<file path="src/hw/rtl/dlfb_pkg.sv">
// Shared types and codes of the fully connected layer engine.
// No dependencies; the datapath, sequencer, top level, checker and testbench refer to it by scoped names.
package dlfb_pkg;

  typedef enum logic [2:0] {
    ACT_LOAD_W = 3'd0,
    ACT_LOAD_B = 3'd1,
    ACT_FWD    = 3'd2,
    ACT_BWD    = 3'd3,
    ACT_RD_WG  = 3'd4,
    ACT_RD_BG  = 3'd5
  } act_e;

  typedef enum logic [1:0] {
    ST_OK     = 2'd0,
    ST_NO_FWD = 2'd1,
    ST_RANGE  = 2'd2
  } status_e;

  typedef enum logic [1:0] {
    KIND_FWD_OUT = 2'd0,
    KIND_IN_GRAD = 2'd1,
    KIND_W_GRAD  = 2'd2,
    KIND_B_GRAD  = 2'd3
  } kind_e;

  typedef enum logic [1:0] {
    CFG_IN_USED  = 2'd0,
    CFG_OUT_USED = 2'd1,
    CFG_BIAS_EN  = 2'd2
  } cfg_e;

  typedef enum logic [3:0] {
    DP_NONE,
    DP_LOAD_W,
    DP_LOAD_B,
    DP_CACHE_X,
    DP_FWD,
    DP_BWD,
    DP_BG_RD,
    DP_BG_WR,
    DP_EMIT_RD,
    DP_EMIT_OUT,
    DP_RD_G,
    DP_RD_OUT,
    DP_ERR_OUT,
    DP_CLR_ALL,
    DP_CLR_GRAD
  } dp_op_e;

  typedef struct packed {
    logic    in_ready;
    dp_op_e  op;
    status_e err;
    logic    last;
  } cmd_t;

  typedef struct packed {
    logic       in_valid;
    act_e       action;
    logic       k_bad;
    logic       c_bad;
    logic       r_bad;
    logic       row_end;
    logic       batch_start;
    logic       bias_en;
    logic       out_free;
    logic       pipe_busy;
    logic [6:0] nin;
    logic [6:0] nout;
  } sts_t;

endpackage

</file>
<file path="src/hw/rtl/dlfb_ctrl.sv">
// Sequencer of the layer engine: decodes items, runs element loops and sweeps.
// Depends on dlfb_pkg; drives dlfb_dp through command and status structs.
module dlfb_ctrl #(
  parameter int IW       = 12,
  parameter int WG_DEPTH = 4096
) (
  input  logic           clk_i,
  input  logic           rst_ni,
  input  dlfb_pkg::sts_t sts_i,
  output dlfb_pkg::cmd_t cmd_o,
  output logic [IW-1:0]  idx_o
);

  typedef enum logic [10:0] {
    S_CLR      = 11'b000_0000_0001,
    S_IDLE     = 11'b000_0000_0010,
    S_DEC      = 11'b000_0000_0100,
    S_ERR      = 11'b000_0000_1000,
    S_RD_OUT   = 11'b000_0001_0000,
    S_FWD      = 11'b000_0010_0000,
    S_BWD      = 11'b000_0100_0000,
    S_DRAIN    = 11'b000_1000_0000,
    S_BG_WR    = 11'b001_0000_0000,
    S_EMIT_RD  = 11'b010_0000_0000,
    S_EMIT_OUT = 11'b100_0000_0000
  } state_e;

  state_e            state_q, state_d;
  logic [IW-1:0]     idx_q, idx_d;
  logic              clr_all_q, clr_all_d;
  logic              cache_vld_q, cache_vld_d;
  logic              bwd_open_q, bwd_open_d;
  dlfb_pkg::status_e err_q, err_d;
  logic              fwd_end, bwd_end, emit_end, clr_end, is_fwd;

  assign is_fwd   = (sts_i.action == dlfb_pkg::ACT_FWD);
  assign fwd_end  = 32'(idx_q) == 32'(sts_i.nout) - 32'd1;
  assign bwd_end  = 32'(idx_q) == 32'(sts_i.nin) - 32'd1;
  assign emit_end = is_fwd ? fwd_end : bwd_end;
  assign clr_end  = 32'(idx_q) == WG_DEPTH - 1;
  assign idx_o    = idx_q;

  always_comb begin
    state_d     = state_q;
    idx_d       = idx_q;
    clr_all_d   = clr_all_q;
    cache_vld_d = cache_vld_q;
    bwd_open_d  = bwd_open_q;
    err_d       = err_q;
    cmd_o.in_ready = 1'b0;
    cmd_o.op       = dlfb_pkg::DP_NONE;
    cmd_o.err      = err_q;
    cmd_o.last     = 1'b0;
    case (state_q)
      S_CLR: begin
        cmd_o.op = clr_all_q ? dlfb_pkg::DP_CLR_ALL : dlfb_pkg::DP_CLR_GRAD;
        if (clr_end) begin
          idx_d   = '0;
          state_d = clr_all_q ? S_IDLE : S_BWD;
        end else begin
          idx_d = idx_q + 1'b1;
        end
      end
      S_IDLE: begin
        cmd_o.in_ready = 1'b1;
        if (sts_i.in_valid) state_d = S_DEC;
      end
      S_DEC: begin
        idx_d   = '0;
        state_d = S_IDLE;
        case (sts_i.action)
          dlfb_pkg::ACT_LOAD_W: begin
            if (sts_i.k_bad || sts_i.c_bad) begin
              err_d   = dlfb_pkg::ST_RANGE;
              state_d = S_ERR;
            end else begin
              cmd_o.op = dlfb_pkg::DP_LOAD_W;
            end
          end
          dlfb_pkg::ACT_LOAD_B: begin
            if (sts_i.c_bad) begin
              err_d   = dlfb_pkg::ST_RANGE;
              state_d = S_ERR;
            end else begin
              cmd_o.op = dlfb_pkg::DP_LOAD_B;
            end
          end
          dlfb_pkg::ACT_FWD: begin
            if (sts_i.k_bad || sts_i.r_bad) begin
              err_d   = dlfb_pkg::ST_RANGE;
              state_d = S_ERR;
            end else begin
              cmd_o.op = dlfb_pkg::DP_CACHE_X;
              state_d  = S_FWD;
            end
          end
          dlfb_pkg::ACT_BWD: begin
            if (!cache_vld_q) begin
              err_d   = dlfb_pkg::ST_NO_FWD;
              state_d = S_ERR;
            end else if (sts_i.c_bad || sts_i.r_bad) begin
              err_d   = dlfb_pkg::ST_RANGE;
              state_d = S_ERR;
            end else begin
              bwd_open_d = 1'b1;
              if (sts_i.batch_start && !bwd_open_q) begin
                clr_all_d = 1'b0;
                state_d   = S_CLR;
              end else begin
                state_d = S_BWD;
              end
            end
          end
          dlfb_pkg::ACT_RD_WG: begin
            if (sts_i.k_bad || sts_i.c_bad) begin
              err_d   = dlfb_pkg::ST_RANGE;
              state_d = S_ERR;
            end else begin
              cmd_o.op = dlfb_pkg::DP_RD_G;
              state_d  = S_RD_OUT;
            end
          end
          dlfb_pkg::ACT_RD_BG: begin
            if (sts_i.c_bad) begin
              err_d   = dlfb_pkg::ST_RANGE;
              state_d = S_ERR;
            end else begin
              cmd_o.op = dlfb_pkg::DP_RD_G;
              state_d  = S_RD_OUT;
            end
          end
          default: ;
        endcase
      end
      S_ERR: begin
        if (sts_i.out_free) begin
          cmd_o.op   = dlfb_pkg::DP_ERR_OUT;
          cmd_o.last = 1'b1;
          state_d    = S_IDLE;
        end
      end
      S_RD_OUT: begin
        if (sts_i.out_free) begin
          cmd_o.op   = dlfb_pkg::DP_RD_OUT;
          cmd_o.last = 1'b1;
          state_d    = S_IDLE;
        end
      end
      S_FWD: begin
        cmd_o.op = dlfb_pkg::DP_FWD;
        if (fwd_end) state_d = S_DRAIN;
        else idx_d = idx_q + 1'b1;
      end
      S_BWD: begin
        cmd_o.op = dlfb_pkg::DP_BWD;
        if (bwd_end) state_d = S_DRAIN;
        else idx_d = idx_q + 1'b1;
      end
      S_DRAIN: begin
        if (!sts_i.pipe_busy) begin
          idx_d = '0;
          if (!is_fwd && sts_i.bias_en) begin
            cmd_o.op = dlfb_pkg::DP_BG_RD;
            state_d  = S_BG_WR;
          end else if (sts_i.row_end) begin
            state_d = S_EMIT_RD;
            if (is_fwd) cache_vld_d = 1'b1;
            else bwd_open_d = 1'b0;
          end else begin
            state_d = S_IDLE;
          end
        end
      end
      S_BG_WR: begin
        cmd_o.op = dlfb_pkg::DP_BG_WR;
        if (sts_i.row_end) begin
          bwd_open_d = 1'b0;
          state_d    = S_EMIT_RD;
        end else begin
          state_d = S_IDLE;
        end
      end
      S_EMIT_RD: begin
        cmd_o.op = dlfb_pkg::DP_EMIT_RD;
        state_d  = S_EMIT_OUT;
      end
      S_EMIT_OUT: begin
        if (sts_i.out_free) begin
          cmd_o.op   = dlfb_pkg::DP_EMIT_OUT;
          cmd_o.last = emit_end;
          if (emit_end) begin
            idx_d   = '0;
            state_d = S_IDLE;
          end else begin
            idx_d   = idx_q + 1'b1;
            state_d = S_EMIT_RD;
          end
        end
      end
      default: state_d = S_IDLE;
    endcase
  end

  always_ff @(posedge clk_i or negedge rst_ni) begin
    if (!rst_ni) begin
      state_q     <= S_CLR;
      idx_q       <= '0;
      clr_all_q   <= 1'b1;
      cache_vld_q <= 1'b0;
      bwd_open_q  <= 1'b0;
      err_q       <= dlfb_pkg::ST_OK;
    end else begin
      state_q     <= state_d;
      idx_q       <= idx_d;
      clr_all_q   <= clr_all_d;
      cache_vld_q <= cache_vld_d;
      bwd_open_q  <= bwd_open_d;
      err_q       <= err_d;
    end
  end

endmodule

</file>
<file path="config.mk">
export PLATFORM = sky130hd
export DESIGN_NAME = dlfb_ctrl
export DESIGN_NICKNAME = d
export VERILOG_FILES = /design/src/hw/rtl/dlfb_pkg.sv /design/src/hw/rtl/dlfb_ctrl.sv
export SDC_FILE = /design/constraint.sdc
export NUM_CORES = 1
export LEC_CHECK = 0
export ABC_AREA = 1
export BUFFER_PORTS_ARGS = -buffer_cell sky130_fd_sc_hd__buf_2
export CORE_MARGIN = 4
export CORE_UTILIZATION = 58
export DETAILED_ROUTE_END_ITERATION = 10
export GPL_ROUTABILITY_DRIVEN = 0
export PLACE_DENSITY = 0.82
export SKIP_CTS_REPAIR_TIMING = 1
export SLEW_MARGIN = 15
export SYNTH_ARGS = -nofsm -noshare
export SYNTH_HDL_FRONTEND = slang
export SYNTH_SLANG_ARGS = --single-unit
</file>
<file path="constraint.sdc">
create_clock -name clk_i -period 2.4 [get_ports clk_i]
set_input_delay 0.24 -clock clk_i [delete_from_list [all_inputs] [get_ports clk_i]]
set_output_delay 0.24 -clock clk_i [all_outputs]
set_load 0.005 [all_outputs]
</file>
==> impl_metrics.env, run 1 <==
export IMPL_run_status="complete, but fails checks"
export IMPL_violations="hold timing"
export IMPL_critPathSlowestCell="dfrtp_1"
export IMPL_synthesis_area_sq_um=2910
export IMPL_switching_share=0.480
export IMPL_synth_area_per_cell_sq_um=5.98
export IMPL_clock_latency_ps=280
export IMPL_grt_use_total=0.256
export IMPL_synth_area_leader_cell="dfrtp_1"
export IMPL_worst_slew_pin_slew_ps=654
export IMPL_clkTransAtPathRegs_ps=100
export IMPL_crit_chain="nor2_2 -> nand2_4 -> nor2_4 -> nand2_2 -> a21oi_1 -> o21ai_0 -> o2111ai_1 -> buf_2"
export IMPL_fin_area_sq_um=3260
export IMPL_place_area_sq_um=3190
export IMPL_powerDensity_nw_per_um2=678
export IMPL_yosysWarnings=0
export IMPL_ys_ff_latch=28
export IMPL_drv_cap=0
export IMPL_area_growth_pct=12.2
export IMPL_cp_start_kind="flip-flop"
export IMPL_drive_above_1_share=0.206
export IMPL_seqCellArea_sq_um=708
export IMPL_synth_distinct_cells=38
export IMPL_nNetsFinal=565
export IMPL_synth_edf_count=0
export IMPL_synth_most_common_cell="nand2_1"
export IMPL_crit_type="reg2out"
export IMPL_worstHoldPathType="in2async"
export IMPL_min_period_ps=2210
export IMPL_fin_worst_skew_ps=7.28
export IMPL_drtIter0Drc=209
export IMPL_synthCells=486
export IMPL_grt_overflow=0
export IMPL_finalHoldViolCount=26
export IMPL_coreArea_sq_um=4790
export IMPL_power_frac_seq=0.331
export IMPL_antenna_found_initial=0
export IMPL_synth_fp_nets=517
export IMPL_ant_nets=0
export IMPL_drt_pass1_iterations=5
export IMPL_multiInputGateArea_sq_um=1840
export IMPL_htreeDepth=1
export IMPL_synth_commonest_cells="nand2_1, inv_1, nor2_1, nand3_1, dfrtp_1"
export IMPL_drv_slew=0
export IMPL_rsz0062_at_grt="no"
export IMPL_cp_required_ps=2160
export IMPL_clkPwrFrac=0.138
export IMPL_wl_per_cell_microns=12.9
export IMPL_critPathCaptureType="primary output"
export IMPL_slowest_delay_ps=450
export IMPL_fin_tns_setup_ps=0
export IMPL_dp_hpwl_microns=6300
export IMPL_numCtsBuffers=3
export IMPL_netSwitchingPower_mw=1.06
export IMPL_chipHeight_microns=78.8
export IMPL_io_pins=48
export IMPL_dieArea_sq_um=6210
export IMPL_grt_pass1_vias=2879
export IMPL_cts_tree="yes"
export IMPL_p_int_mw=1.15
export IMPL_max_slew_margin_rel=0.564
export IMPL_whs_ps=-23.8
export IMPL_yosysTopAreaCellShare=0.224
export IMPL_cts_sinks=28
export IMPL_post_route_drc_count=0
export IMPL_yosysSeqAreaShare=0.242
export IMPL_drt_wl_total_microns=7750
export IMPL_cp_arrival_ps=1970
export IMPL_port_buffers=47
export IMPL_comb_power_share=0.531
export IMPL_leakage_nw=1.90
export IMPL_start_util=0.607
export IMPL_finalCritPeriodShare=0.919
export IMPL_floorplan_rows=25
export IMPL_grt_max_degree=29
export IMPL_clock_path_buffers=2
export IMPL_critPathMaxFanout=6
export IMPL_synth_area_leaders="dfrtp_1, nand2_1, inv_1"
export IMPL_ys_flop_type="dfrtp_1"
export IMPL_grt_pass1_wl_microns=12800
export IMPL_async_flop_share=1.00
export IMPL_setup_viol=0
export IMPL_num_antenna_cells=0
export IMPL_die_w_microns=78.8
export IMPL_vdd_drop_max_v=0.000523
export IMPL_nFillCells=456
export IMPL_root_buffer="clkbuf_8"
export IMPL_vias_per_cell=5.37
export IMPL_vias=3220
export IMPL_fmax_mhz=453
-- flip-flops by register name, indices dropped and copies added, names as in the netlist --
register / cells
bwd_open_q: 1
idx_o: 12
clr_all_q: 1
cache_vld_q: 1
state_q: 11
err_q: 2
-- cells by family after synthesis --
logic type	Yosys count	share of synthesized area
flops	28	0.242
compound gates	34	0.0745
simple gates	317	0.506
buf+inv	92	0.129
fa+ha+maj	3	0.0129
xor+xnor	12	0.0362
-- final timing paths --
path	startpoint	endpoint	slack, ps	depth (start not counted)
hold reg to reg	err_q[1]$_DFFE_PN0P_	err_q[1]$_DFFE_PN0P_	500	1
hold / removal	rst_ni	idx_o[0]$_DFFE_PN0P_	-20	1
setup / recovery	state_q[9]$_DFFE_PN0P_	cmd_o[4]	190	8
min in group clk_i	sts_i[17]	clr_all_q$_DFFE_PN1P_	120	2
setup reg to reg	idx_o[1]$_DFFE_PN0P_	state_q[4]$_DFFE_PN0P_	340	12
max in group asynchronous	rst_ni	idx_o[6]$_DFFE_PN0P_	1960	1
-- worst max-delay path, delay by kind of cell (launching register included) --
family,cells,cell delay (ps)
AND/OR/NAND/NOR,4,660
flip-flops,1,450
AO/OA/AOI/OAI,3,420
buffers and inverters,1,140
-- metrics by stage --
stage | setup slack (ps) | utilization | cells | total power, mW | hold slack [ps]
2_1_floorplan | 574 | - | 486 | 1.59 | -55.6
3_3_place_gp | 190 | 0.666 | 596 | 1.85 | 298
3_5_place_dp | 154 | 0.666 | 596 | 1.88 | 305
4_1_cts | 101 | 0.678 | 600 | 2.19 | -7.03
5_1_grt | 9.79 | 0.681 | 600 | 2.40 | 8.09
6_report | 193 | 0.681 | 600 | 2.21 | -23.8
-- cell type report --
type / instances / area share
multi-input combinational: 366 / 0.565
sequential: 28 / 0.217
inverter: 87 / 0.101
timing repair buffer: 48 / 0.0744
tap: 67 / 0.0257
clock buffer: 4 / 0.0169
-- placed cells by master, fill, tap and decap left out, types with 7 or more instances in the layout --
cell type  instances
inv_1             75
nand2_2            7
buf_2             47
o21ai_0           14
nor3_1            11
xor2_1             9
nand3_1           44
nand2_1          155
nand4_1           13
nor2_1            57
nor2_2            12
inv_2             10
dfrtp_1           22
-- power groups by stage --
stage	registers [mW]	logic [mW]	clock network, mW
floorplan	0.668	0.920	0
global placement	0.722	1.13	0
detailed placement	0.731	1.15	0
CTS	0.721	1.16	0.313
global route	0.750	1.32	0.330
finish	0.731	1.17	0.306
-- per-layer routing --
layer | GRT usage | up-vias | share of wire
li1 | - | 1614 | -
met1 | 0.358 | 1484 | 0.46
met2 | 0.420 | 108 | 0.47
met3 | 0.0238 | 14 | 0.059
met4 | 0.0717 | 0 | 0.015
met5 | 0 | - | 0
No activity file was read; power rests on OpenSTA's default activity.
==> inputs of run 2 (changes only) <==
ABC_AREA = unset   (was 1)
CORE_MARGIN = unset   (was 4)
CORE_UTILIZATION = 57   (was 58)
PLACE_DENSITY = 0.81   (was 0.82)
==> run 2 against run 1 <==
Compared with the run above:
- the run ends with hold timing, setup timing left
- non-clock buffer count rose by 66
- hold slack worse by 25 ps
- sequential share of layout area down 2.3 points
- critical path depth grew 1
- routed wire length up 27%
- clock power increased by 7.5%
- die area down 22%
- critical path type unchanged
==> impl_metrics.env, run 2 <==
export IMPL_synthesis_area_sq_um=2610
export IMPL_grt_pass1_wl_microns=12800
export IMPL_antenna_found_initial=0
export IMPL_ys_flop_type="dfrtp_1"
export IMPL_async_flop_share=1.00
export IMPL_grt_pass1_vias=2737
export IMPL_synth_area_leaders="dfrtp_1, nand4_1, nor2_1"
export IMPL_chipHeight_microns=69.6
export IMPL_vias=3291
export IMPL_crit_type="reg2out"
export IMPL_wl_per_cell_microns=20.8
export IMPL_io_pins=48
export IMPL_run_status="complete, but fails checks"
export IMPL_min_period_ps=2710
export IMPL_synth_commonest_cells="nor2_1, dfrtp_1, nand2_1, inv_1, nand3_1"
export IMPL_slowest_delay_ps=440
export IMPL_clock_latency_ps=300
export IMPL_r2r_slack_ps=-200
export IMPL_mostFrequentLayoutCell="buf_4"
export IMPL_cp_required_ps=2160
export IMPL_worstHoldPathType="in2async"
export IMPL_numCtsBuffers=3
export IMPL_dp_cells=457
export IMPL_drv_slew=0
export IMPL_rsz0062_at_grt="yes"
export IMPL_cp_start_kind="flip-flop"
export IMPL_dp_hpwl_microns=5980
export IMPL_synth_distinct_cells=75
export IMPL_synth_area_per_cell_sq_um=8.25
export IMPL_largest_reg_flops=12
export IMPL_ant_nets=0
export IMPL_grt_use_total=0.327
export IMPL_drt_pass1_iterations=5
export IMPL_synth_edf_count=0
export IMPL_fin_cells=475
export IMPL_synth_most_common_cell="nor2_1"
export IMPL_area_growth_pct=40.1
export IMPL_yosysTopAreaCellShare=0.250
export IMPL_grt_max_degree=29
export IMPL_start_util=0.594
export IMPL_drt_wl_total_microns=9860
export IMPL_dieArea_sq_um=4850
export IMPL_floorplan_rows=24
export IMPL_powerDensity_nw_per_um2=971
export IMPL_die_w_microns=69.6
export IMPL_drv_cap=0
export IMPL_synth_fp_nets=347
export IMPL_port_buffers=47
export IMPL_place_area_sq_um=3260
export IMPL_mostFrequentLayoutCells="buf_4, buf_2, nor2_1, nand2_1"
export IMPL_vdd_drop_max_v=0.000763
export IMPL_cts_sinks=28
export IMPL_critPathSlowestCell="dfrtp_2"
export IMPL_worst_slew_pin_slew_ps=686
export IMPL_nNetsFinal=455
export IMPL_root_buffer="clkbuf_8"
export IMPL_finalCritPeriodShare=1.13
export IMPL_crit_chain="buf_4 -> xor2_1 -> nand4_1 -> a311oi_2 -> nand3_1 -> mux2_4 -> o21ai_1 -> and2_1 -> buf_2"
export IMPL_fmax_mhz=369
export IMPL_clkTransAtPathRegs_ps=110
export IMPL_drive_above_1_share=0.449
export IMPL_cts_tree="yes"
export IMPL_fin_tns_setup_ps=-2270
export IMPL_worst_slack_ps=-312
export IMPL_synth_area_leader_cell="dfrtp_1"
export IMPL_fin_worst_skew_ps=6.55
export IMPL_post_route_drc_count=0
export IMPL_grt_overflow=0
export IMPL_violations="hold timing, setup timing"
export IMPL_finalPower_mw=3.55
export IMPL_critPathMaxFanout=6
export IMPL_finalHoldViolCount=26
export IMPL_yosysWarnings=0
export IMPL_setup_viol=22
export IMPL_synthCells=316
export IMPL_htreeDepth=1
export IMPL_num_antenna_cells=0
export IMPL_ys_ff_latch=28
export IMPL_yosysSeqAreaShare=0.270
export IMPL_whs_ps=-48.4
export IMPL_coreArea_sq_um=4380
export IMPL_max_slew_margin_rel=0.543
export IMPL_clock_path_buffers=2
export IMPL_leakage_nw=1.70
export IMPL_vias_per_cell=6.93
export IMPL_critPathCaptureType="primary output"
export IMPL_cp_arrival_ps=2470
export IMPL_fin_area_sq_um=3650
export IMPL_drtIter0Drc=415
-- run 2: changes by cell type in the layout (fill, tap and decap cells not counted), moves of 8 or more --
cell and change:
buf_4 +61, inv_1 -55, inv_2 -8, nand2_1 -134, nand3_1 -29, nor2_1 -31
nor2_2 -11
-- run 2: area by class of cell --
class	instances	area, sq um
flip-flops and latches	28	711
multi-input cells	255	1980
repair buffers	114	757
fillers	228	732
inverters	22	82.6
well taps	52	65.1
clock buffers	4	55.1
-- run 2: worst paths after layout --
| check | from | to | depth (start not counted) |
|---|---|---|---|
| worst min-delay path | rst_ni | state_q[2]$_DFFE_PN0P_ | 1 |
| min in group clk_i | sts_i[25] | state_q[1]$_DFFE_PN0P_ | 2 |
| worst max-delay path | idx_o[1]$_DFFE_PN0P_ | cmd_o[0] | 9 |
| worst min register to register | bwd_open_q$_DFFE_PN0P_ | bwd_open_q$_DFFE_PN0P_ | 1 |
| worst max register to register | idx_o[0]$_DFFE_PN0P_ | state_q[3]$_DFFE_PN0P_ | 10 |
| max in group asynchronous | rst_ni | idx_o[1]$_DFFE_PN0P_ | 1 |
-- run 2: metrics by stage --
step,utilization,worst slack (ps)
3_5_place_dp,0.743,-216
4_1_cts,0.755,-535
6_report,0.833,-312
3_3_place_gp,0.743,-201
2_1_floorplan,-,57.7
5_1_grt,0.833,-410
-- run 2: layer usage --
metal	routed length [microns]	global-route usage	vias up
met5	0	0	-
met4	513	0.0933	0
met3	964	0.0305	69
met2	4530	0.537	260
met1	3850	0.460	1558
li1	-	-	1404
-- run 2: worst max-delay path, delay by kind of cell (launching register included) --
family          cells  cell delay, ps
simple gates        3             470
flops               1             440
compound gates      2             440
mux                 1             320
buf+inv             2             270
xor+xnor            1             230
-- run 2: power by group --
group	total (mW)	leakage, nW	switching (mW)	internal [mW]
sequential	0.742	0.314	0.146	0.596
clock	0.329	0.0288	0.181	0.148
combinational	2.48	1.35	1.34	1.13
-- run 2: cell families after synthesis --
| logic type | count (synthesis) | synth area share |
|---|---|---|
| adders and majority gates | 3 | 0.0144 |
| buffers and inverters | 34 | 0.0566 |
| DFF | 28 | 0.270 |
| AOI/OAI and AO/OA | 62 | 0.198 |
| muxes | 6 | 0.0245 |
| and+or+nand+nor | 167 | 0.383 |
| xor gates and xnor gates | 16 | 0.0538 |
